### config.mk
export PLATFORM = sky130hd
export DESIGN_NAME = color_cell_symbol_decoder_unit
export DESIGN_NICKNAME = d
export VERILOG_FILES = /design/src/sv/ccsd_pkg.sv /design/src/sv/color_cell_symbol_decoder_unit.sv /design/src/sv/ccsd_nearest.sv
export VERILOG_INCLUDE_DIRS = /design/src /design/src/sv
export SDC_FILE = /design/constraint.sdc
export NUM_CORES = 2
export LEC_CHECK = 0
export BUFFER_PORTS_ARGS = -buffer_cell sky130_fd_sc_hd__buf_2
export CORE_ASPECT_RATIO = 0.5
export CORE_MARGIN = 2
export CORE_UTILIZATION = 50
export CTS_BUF_LIST = sky130_fd_sc_hd__clkbuf_8
export CTS_CLUSTER_SIZE = 24
export DETAILED_ROUTE_END_ITERATION = 6
export PLACE_DENSITY_LB_ADDON = 0.08
export SYNTH_ARGS = -nofsm -noshare
export SYNTH_HDL_FRONTEND = slang
export SYNTH_SLANG_ARGS = --single-unit
### constraint.sdc
create_clock -name clk -period 21.4 [get_ports clk]
set_clock_uncertainty 0.1 [all_clocks]
set_input_delay 0 -clock clk [delete_from_list [all_inputs] [get_ports clk]]
set_output_delay 0 -clock clk [all_outputs]
set_load 0.02 [all_outputs]
### src/sv/assert_macros.svh
// Assertion helpers included by the decoder unit RTL.
`ifndef ASSERT_MACROS_SVH
`define ASSERT_MACROS_SVH

`ifndef ASSERT_OFF

// Property that must hold at every clock edge outside reset.
`define ASSERT_ALWAYS(label, clk, rst_n, prop, msg) \
  label: assert property (@(posedge clk) disable iff (!rst_n) (prop)) else $error(msg);

// Consequent must hold in the cycle after the antecedent.
`define ASSERT_NEXT(label, clk, rst_n, ante, cons, msg) \
  label: assert property (@(posedge clk) disable iff (!rst_n) (ante) |=> (cons)) \
    else $error(msg);

`else

`define ASSERT_ALWAYS(label, clk, rst_n, prop, msg)
`define ASSERT_NEXT(label, clk, rst_n, ante, cons, msg)

`endif

`endif

### src/sv/ccsd_pkg.sv
package ccsd_pkg;

  localparam int ColorW         = 8;
  localparam int SymbolW        = 2;
  localparam int PaletteSize    = 4;
  localparam int DistW          = 18;
  localparam int ScoreW         = 6;
  localparam int ByteW          = 8;
  localparam int CfgIdxW        = 2;
  localparam int CfgDataW       = 24;
  localparam int HeaderBytesDef = 5;
  localparam int HeaderDepth    = 8;

  // Fixed frame header; entries past the fifth byte are zero.
  localparam logic [ByteW-1:0] HeaderTable [HeaderDepth] = '{
    8'h43, 8'h4D, 8'h41, 8'h43, 8'h01, 8'h00, 8'h00, 8'h00
  };

  typedef struct packed {
    logic [ColorW-1:0] red;
    logic [ColorW-1:0] green;
    logic [ColorW-1:0] blue;
  } color_t;

  typedef logic [SymbolW-1:0] symbol_t;
  typedef color_t palette_t [PaletteSize];

  typedef enum logic [CfgIdxW-1:0] {
    REG_PALETTE_ZERO  = 2'd0,
    REG_PALETTE_ONE   = 2'd1,
    REG_PALETTE_TWO   = 2'd2,
    REG_PALETTE_THREE = 2'd3
  } cfg_reg_e;

  // Result fields, first field in the highest bits.
  typedef struct packed {
    logic              header_complete;
    logic [ScoreW-1:0] header_score;
    logic [ByteW-1:0]  packed_byte;
    symbol_t           cell_symbol;
  } result_t;

endpackage

### src/sv/color_cell_symbol_decoder_unit.sv
// Cell color symbol decoder.
//
// The input channel carries one cell's mean color per transfer: in_tdata holds
// blue, green and red, and in_tuser marks the first cell of a frame. Each cell
// is matched to the nearest of four palette colors (squared distance, lowest
// index on a tie). Symbols are packed four to a byte, the first one in bits 7
// to 6, and every fourth cell also carries the finished byte. The first bytes
// of a frame are compared with a fixed header and the differing bits are summed.
// Exactly one result transfer leaves for every input transfer, in order.
// An item is captured in the input register, and the classification and packer
// update run in one pass into the result register. Throughput is one item per
// cycle unless the receiver stalls; the single-pass distance compare sets it.
// When the receiver stalls, the result register holds and the input register
// still takes one more item before in_tready drops. Reset clears both stages,
// the packer, the score and the palette. The user must write the palette
// through the cfg port while no item is in flight; the block does not enforce it.

`include "assert_macros.svh"

module color_cell_symbol_decoder_unit import ccsd_pkg::*; #(
  parameter int HEADER_BYTES = HeaderBytesDef
) (
  input  logic                clk,
  input  logic                rst_n,
  // Input stream.
  input  logic                in_tvalid,
  output logic                in_tready,
  input  logic [23:0]         in_tdata,   // cell_blue[7:0], cell_green[15:8], cell_red[23:16]
  input  logic                in_tuser,   // frame_start
  // Result stream.
  output logic                out_tvalid,
  input  logic                out_tready,
  output logic [23:0]         out_tdata,  // cell_symbol[1:0], packed_byte[9:2],
                                          // header_score[15:10], header_complete[16], zero
  output logic                out_tuser,  // byte_ready
  // Configuration writes.
  input  logic                cfg_wr_en,
  input  logic [CfgIdxW-1:0]  cfg_index,
  input  logic [CfgDataW-1:0] cfg_data
);

  localparam int CntW     = $clog2(HEADER_BYTES + 1);
  localparam int PhaseW   = 2;
  localparam int ShiftW   = ByteW - SymbolW;
  localparam int OnesW    = $clog2(ByteW + 1);
  localparam int SumW     = ScoreW + 1;
  localparam int OutPadW  = 24 - $bits(result_t);

  // Palette registers.
  palette_t palette_r;

  always_ff @(posedge clk) begin
    if (!rst_n) begin
      for (int k = 0; k < PaletteSize; k++) begin
        palette_r[k] <= '0;
      end
    end else if (cfg_wr_en) begin
      case (cfg_index)
        REG_PALETTE_ZERO:  palette_r[0] <= cfg_data;
        REG_PALETTE_ONE:   palette_r[1] <= cfg_data;
        REG_PALETTE_TWO:   palette_r[2] <= cfg_data;
        REG_PALETTE_THREE: palette_r[3] <= cfg_data;
        default: ;
      endcase
    end
  end

  // Handshake: the result register loads when empty or being drained, and the
  // input register loads when empty or moving into the result register.
  logic s1_valid_r;
  logic out_valid_r;
  logic out_load;
  logic s1_advance;
  logic in_fire;

  assign out_load   = !out_valid_r || out_tready;
  assign s1_advance = s1_valid_r && out_load;
  assign in_tready  = !s1_valid_r || out_load;
  assign in_fire    = in_tvalid && in_tready;

  color_t s1_color_r;
  logic   s1_start_r;

  always_ff @(posedge clk) begin
    if (!rst_n) begin
      s1_valid_r <= 1'b0;
    end else if (in_tready) begin
      s1_valid_r <= in_tvalid;
    end
  end

  always_ff @(posedge clk) begin
    if (in_fire) begin
      s1_color_r <= in_tdata;
      s1_start_r <= in_tuser;
    end
  end

  // Nearest palette entry for the captured cell.
  symbol_t sym;

  ccsd_nearest u_nearest (
    .color   (s1_color_r),
    .palette (palette_r),
    .symbol  (sym)
  );

  // Packer and header scorer state.
  logic [ShiftW-1:0] symbol_shift_r, symbol_shift_nxt;
  logic [PhaseW-1:0] cell_phase_r,   cell_phase_nxt;
  logic [CntW-1:0]   bytes_scored_r, bytes_scored_nxt;
  logic [ScoreW-1:0] score_sum_r,    score_sum_nxt;

  logic [ShiftW-1:0] shift_cur;
  logic [PhaseW-1:0] phase_cur;
  logic [CntW-1:0]   cnt_cur;
  logic [ScoreW-1:0] score_cur;
  logic [ByteW-1:0]  byte_val;
  logic              byte_ready;
  logic [OnesW-1:0]  diff_ones;
  logic [SumW-1:0]   score_add;
  result_t           res_nxt;

  always_comb begin
    // A frame start clears the packer and the score before this cell counts.
    shift_cur = s1_start_r ? '0 : symbol_shift_r;
    phase_cur = s1_start_r ? '0 : cell_phase_r;
    cnt_cur   = s1_start_r ? '0 : bytes_scored_r;
    score_cur = s1_start_r ? '0 : score_sum_r;

    byte_val         = '0;
    byte_ready       = 1'b0;
    diff_ones        = '0;
    score_add        = '0;
    symbol_shift_nxt = shift_cur;
    cell_phase_nxt   = phase_cur;
    bytes_scored_nxt = cnt_cur;
    score_sum_nxt    = score_cur;

    if (phase_cur == {PhaseW{1'b1}}) begin
      byte_val         = {shift_cur, sym};
      byte_ready       = 1'b1;
      symbol_shift_nxt = '0;
      cell_phase_nxt   = '0;
      if (cnt_cur < CntW'(HEADER_BYTES)) begin
        diff_ones        = OnesW'($countones(byte_val ^ HeaderTable[3'(cnt_cur)]));
        score_add        = {1'b0, score_cur} + SumW'(diff_ones);
        // The score saturates at its all-ones value.
        score_sum_nxt    = score_add[ScoreW] ? {ScoreW{1'b1}} : score_add[ScoreW-1:0];
        bytes_scored_nxt = cnt_cur + 1'b1;
      end
    end else begin
      symbol_shift_nxt = {shift_cur[ShiftW-SymbolW-1:0], sym};
      cell_phase_nxt   = phase_cur + 1'b1;
    end

    res_nxt.cell_symbol     = sym;
    res_nxt.packed_byte     = byte_val;
    res_nxt.header_score    = score_sum_nxt;
    res_nxt.header_complete = (bytes_scored_nxt >= CntW'(HEADER_BYTES));
  end

  always_ff @(posedge clk) begin
    if (!rst_n) begin
      symbol_shift_r <= '0;
      cell_phase_r   <= '0;
      bytes_scored_r <= '0;
      score_sum_r    <= '0;
    end else if (s1_advance) begin
      symbol_shift_r <= symbol_shift_nxt;
      cell_phase_r   <= cell_phase_nxt;
      bytes_scored_r <= bytes_scored_nxt;
      score_sum_r    <= score_sum_nxt;
    end
  end

  // Result register.
  result_t out_res_r;
  logic    out_ready_flag_r;

  always_ff @(posedge clk) begin
    if (!rst_n) begin
      out_valid_r <= 1'b0;
    end else if (out_load) begin
      out_valid_r <= s1_valid_r;
    end
  end

  always_ff @(posedge clk) begin
    if (s1_advance) begin
      out_res_r        <= res_nxt;
      out_ready_flag_r <= byte_ready;
    end
  end

  assign out_tvalid = out_valid_r;
  assign out_tdata  = {{OutPadW{1'b0}}, out_res_r};
  assign out_tuser  = out_ready_flag_r;

  // Checks.
  `ASSERT_ALWAYS(a_cnt_bound, clk, rst_n, bytes_scored_r <= CntW'(HEADER_BYTES),
                 "header byte count overran")
  `ASSERT_NEXT(a_score_mono, clk, rst_n, s1_advance && !s1_start_r,
               score_sum_r >= $past(score_sum_r), "score fell within a frame")
  `ASSERT_ALWAYS(a_byte_zero, clk, rst_n,
                 !out_valid_r || out_ready_flag_r || out_res_r.packed_byte == '0,
                 "packed byte set without byte_ready")
  `ASSERT_ALWAYS(a_empty_ready, clk, rst_n, out_valid_r || in_tready,
                 "input blocked with empty result register")

endmodule

### src/sv/ccsd_nearest.sv
module ccsd_nearest import ccsd_pkg::*; (
  input  color_t   color,
  input  palette_t palette,
  output symbol_t  symbol
);

  // Squared Euclidean distance between two colors; at most 3 * 255^2.
  function automatic logic [DistW-1:0] sq_dist(color_t a, color_t b);
    logic signed [ColorW:0]  db;
    logic signed [ColorW:0]  dg;
    logic signed [ColorW:0]  dr;
    logic signed [DistW-1:0] sb;
    logic signed [DistW-1:0] sg;
    logic signed [DistW-1:0] sr;
    db = $signed({1'b0, a.blue})  - $signed({1'b0, b.blue});
    dg = $signed({1'b0, a.green}) - $signed({1'b0, b.green});
    dr = $signed({1'b0, a.red})   - $signed({1'b0, b.red});
    sb = db * db;
    sg = dg * dg;
    sr = dr * dr;
    return $unsigned(sb) + $unsigned(sg) + $unsigned(sr);
  endfunction

  logic [DistW-1:0] cand_dist [PaletteSize];
  logic [DistW-1:0] best_dist;
  symbol_t          best_sym;

  always_comb begin
    for (int k = 0; k < PaletteSize; k++) begin
      cand_dist[k] = sq_dist(color, palette[k]);
    end
  end

  // Strict compare keeps the lower index on a tie.
  always_comb begin
    best_dist = cand_dist[0];
    best_sym  = '0;
    for (int k = 1; k < PaletteSize; k++) begin
      if (cand_dist[k] < best_dist) begin
        best_dist = cand_dist[k];
        best_sym  = SymbolW'(k);
      end
    end
  end

  assign symbol = best_sym;

endmodule

Word level (Yosys, flattened, before mapping). Memory sizes are Yosys's and may differ from the RTL's. Index checks and enable logic that the tools add are counted.

Magnitude comparators: 6. $add $sub $neg: 30. Bitwise operators: 2. Multiply operators: 12. Reductions and logical operators: 11. Muxes and demuxes: 19. Equal/unequal tests: 4.

Operators by type and width (number): $mul 9x9->18 (12); $add 18x18->18 (8); $sub 8x8->9 (12); $lt 18x18->1 (3); $mux 18 (2); $mux 6 (6); $mux 8 (2); $mux 3 (3); $add 1x1->2 (4); $mux 2 (4); $reduce_and 2->1 (4); $xor 8x8->8 (1); $add 6x4->7 (1); $add 2x2->3 (2); $eq 2x2->1 const B (3); $add 3x3->4 (1); $ge 4x4->1 const B (1); $not 3->4 (1); $add 3x1->3 const B (1); $ge 3x3->1 const B (1); $lt 3x3->1 const B (1); $add 2x1->2 const B (1); $eq 2x1->1 const B (1); $logic_and 1x1->1 (2); other kinds (4) (7).

Memories: 1. Input port bits: 56. Flip-flop bits (word level): 158. Word-level logic and storage cells: 112. Bits in read-only memories: 64.

Memories: (no name shown) (depth 8, bits a word 8, read ports 1, clocked after memory_dff 0, write ports 0, line color_cell_symbol_decoder_unit.sv:146) `diff_ones = OnesW'($countones(byte_val ^ HeaderTable[3'(cnt_cur)]));`.

Logic depth before layout (Yosys ltp).
Depth after elaboration: 18. Depth in mapped cells: 81.

By module. From an unflattened synthesis, not the netlist that was laid out.

Cells, all modules: 4801. Area, all modules: 44265.0 um^2.

By module, submodules not included: ccsd_nearest (instances 1, cells an instance 4150, area an instance 38190.4 um^2, sequential area each 0.0 um^2); color_cell_symbol_decoder_unit (instances 1, cells an instance 651, area an instance 6074.6 um^2, sequential area each 3593.4 um^2).

Least setup slack after synthesis. OpenSTA, ideal clock, no wires.

Kind: reg-to-reg. Start: reg s1_color_r[16] (netlist name). End: reg score_sum_r[0]. Setup time: 0.059 ns. Setup slack: 4.550 ns. Clock period less this slack: 16.850 ns. Buffers on the path: 3. Data arrival time: 16.691 ns. Stages on the path, launching flop included: 73. Required time: 21.241 ns. Path through: edfxtp_1 -> inv_1 -> ha_1 -> inv_1 -> fa_1 -> a21o_1 -> a21oi_1 -> o21bai_1 -> a21oi_1 -> o21bai_1 -> a21oi_1 -> inv_1 -> nor2_1 -> fa_1 -> fa_1 -> inv_1 -> fa_1 -> fa_1 -> [37 not listed] -> nor4_1 -> nand4_1 -> a31oi_1 -> a41o_1 -> nand2_2 -> xnor2_1 -> fa_1 -> fa_1 -> fa_1 -> fa_1 -> inv_1 -> a21o_1 -> a21oi_1 -> or3b_2 -> a21oi_1 -> a21o_1 -> mux2_2 -> and2_1.

RTL lines: start: declaration (line color_cell_symbol_decoder_unit.sv:81) `color_t s1_color_r;`; start signal: assignment (line color_cell_symbol_decoder_unit.sv:94) `s1_color_r <= in_tdata;`; end signal: assignment (line color_cell_symbol_decoder_unit.sv:173) `score_sum_r <= score_sum_nxt;`; end: declaration (line color_cell_symbol_decoder_unit.sv:112) `logic [ScoreW-1:0] score_sum_r, score_sum_nxt;`.

==> flow_summary_export.csv <==
group,metric,value,unit
timing,hold_violations,0,
die,initial_utilization,0.503,
yosys,yosysTopAreaCell,"fa_1",
critical_path,worstPathMaxFanout,33,
cts,clk_pin_slew,130,ps
critical_path,worstSetupPathType,"flip-flop to flip-flop",
yosys,ys_ff_latch,158,
timing,layout_setup_ws,2420,ps
cts,cts_made_buffers,17,
critical_path,cp.required,21750,ps
flow_run,drv_cap,0,
cts,cts_max_level,4,
yosys,synth-edff-count,43,
die,die_w,425,um
cts,cts.repair.resized,0,
yosys,ys_types,70,
cts,clockRootBuffer,"clkbuf_8",
timing,min_period,18980,ps
timing,clock.fmax,52.7,MHz
critical_path,slowest_stage,"a21oi_1",
yosys,yosysMostFrequentCell,"inv_1",
final_layout,multi_input_area,35300,um^2
critical_path,reg2reg_depth,66,
place,dp_slack,2710,ps
place,portBuffers,75,
place,routabilityCongestion,0.918,
drt,via_count,30800,
cts,cts_sinks,158,
global_routing,overflow,0,
place,dpl.cell_count,6055,
cts,insertion_delay,520,ps
timing,finalSetupTns,0,ps
cts,ctsHoldBuffers,55,
yosys,ys_seq_area_frac,0.0811,
timing,finalCritPeriodShare,0.887,
global_routing,grt_max_degree,116,
global_routing,grt_pass1_vias,33200,
critical_path,endpoint_kind,"flip-flop",
die,coreArea,88100,um^2
die,die_h,214,um
die,ios,83,
critical_path,max_stage_delay,910,ps
critical_path,crit_top_cell,"fa_1",
timing,slew_headroom,0.181,
final_layout,drive_gt1_frac,0.0365,
timing,setup_viol,0,
yosys,syn_area,44300,um^2
global_routing,antenna_found_initial,1,
drt,vias_per_cell,5.01,
drt,drt_first_pass_iters,5,
place,place_hpwl,98000,um
die,die_area,91100,um^2
yosys,synthTopCellsByArea,"fa_1 41%, ha_1 16%, inv_1 12%",
die,row_count,77,
critical_path,crit_arrival,19330,ps
timing,tightest_slew,1220,ps
drt,ant_nets,0,
timing,slew_viol_final,0,
timing,rsz0062_at_grt,"false",
global_routing,grt_use_total,0.258,
final_layout,stdcell_count,6143,
yosys,syn-instance-count,4816,
cts,cts_buffer_depth,2,
yosys,synth-warning-count,0,
critical_path,rrSetupSlack,2420,ps
outcome,outcome,"finished, final reports clean",
yosys,synthTopCellsByCount,"1364 x inv_1, 911 x fa_1, 566 x ha_1, 510 x nand2_1, 263 x nor2_1",
final_layout,syn_to_final_growth,6.48,%
min_path,holdPathStages,2,
min_path,hold_class,"input pin to flip-flop",
final_layout,fillers,8279,
cts,tritoncts,"yes",
critical_path,start_kind,"flip-flop",
drt,wl_per_cell,18.1,um
final_layout,finalNetCount,6477,
cts,post_cts_buffers,0,
drt,remaining_drc_errors,0,
yosys,synth_flop_cell,"dfxtp_1",
yosys,synth_top_area_frac,0.412,
final_layout,regArea,3590,um^2
yosys,synth-async-reset-ratio,0,
global_routing,grt_pass1_wl,182000,um
drt,finalWirelength,111000,um
drt,drt_first_iter_violations,1749,
yosys,syn_avg_cell_area,9.20,um^2
[kinds of logic (layout without fill, tap and decap cells)]
family,count (synthesis),count (layout),synth area share
adder cells (fa/ha/maj),1477,1477,0.572
buffers and inverters,1446,1581,0.123
AND/OR/NAND/NOR,939,939,0.0884
AO/OA/AOI/OAI,524,524,0.0804
XOR/XNOR,252,252,0.0504
flip-flops,158,158,0.0811
multiplexers,19,19,0.00458
other,1,8,0.0000847
[worst paths after layout]
kind                                 end                        from
min reg2reg   palette_r[93]$_SDFFE_PN0P_  palette_r[93]$_SDFFE_PN0P_
min              s1_color_r[6]$_DFFE_PP_                 in_tdata[6]
max          score_sum_r[0]$_SDFFE_PN0P_     s1_color_r[1]$_DFFE_PP_
max reg2reg  score_sum_r[0]$_SDFFE_PN0P_     s1_color_r[1]$_DFFE_PP_
[cells in the final DEF, fill, tap and decap left out, types with 87 or more instances in the layout]
| cell type | n |
|---|---|
| inv_1 | 1364 |
| fa_1 | 911 |
| ha_1 | 566 |
| xnor2_1 | 182 |
| nand2_1 | 510 |
| dfxtp_1 | 115 |
| nor2_1 | 263 |
| a21oi_1 | 153 |
| a21boi_0 | 105 |
| a21o_1 | 87 |
[critical path, delay by kind of cell, from the launching register on]
family | cells | cell delay [ps]
AO/OA/AOI/OAI | 29 | 6280
XOR/XNOR | 2 | 520
adder cells (fa/ha/maj) | 17 | 7590
buffers and inverters | 5 | 510
flip-flops | 1 | 610
multiplexers | 2 | 490
AND/OR/NAND/NOR | 11 | 2840
[state kept, by name (all words and copies together), names as in the netlist]
signal          cells
palette_r          96
s1_color_r         24
out_tdata          17
score_sum_r         6
symbol_shift_r      6
bytes_scored_r      3
cell_phase_r        2
out_tuser           1
out_tvalid          1
s1_start_r          1
s1_valid_r          1
[final cells by class]
class                      instances  area share
sequential                       158      0.0762
clock inverter                    15     0.00363
timing repair buffer             173      0.0265
inverter                        1376       0.109
clock buffer                      17     0.00496
tap                             1185      0.0314
multi-input combinational       3218       0.748
antenna                            1   0.0000530
[metal layers]
layer | vias up | share of wire | GRT usage
met5 | - | 0 | 0
met4 | 0 | 0.0094 | 0.0255
met3 | 55 | 0.054 | 0.0398
met2 | 644 | 0.46 | 0.411
met1 | 15500 | 0.48 | 0.384
li1 | 14600 | - | -
[metrics by stage]
stage / area, um^2 / utilization / hold slack, ps
final: 47200 / 0.536 / 81.2
after floorplan: 44300 / - / -1.13
after global routing: 47200 / 0.536 / 57.0
after CTS: 47200 / 0.536 / 42.9
after global placement: 46200 / 0.525 / 76.9
after detailed placement: 46200 / 0.525 / 78.1
Power is left out: the tool's default activity adds up to more than one toggle a clock period on the data nets, which glitch-free logic cannot reach.
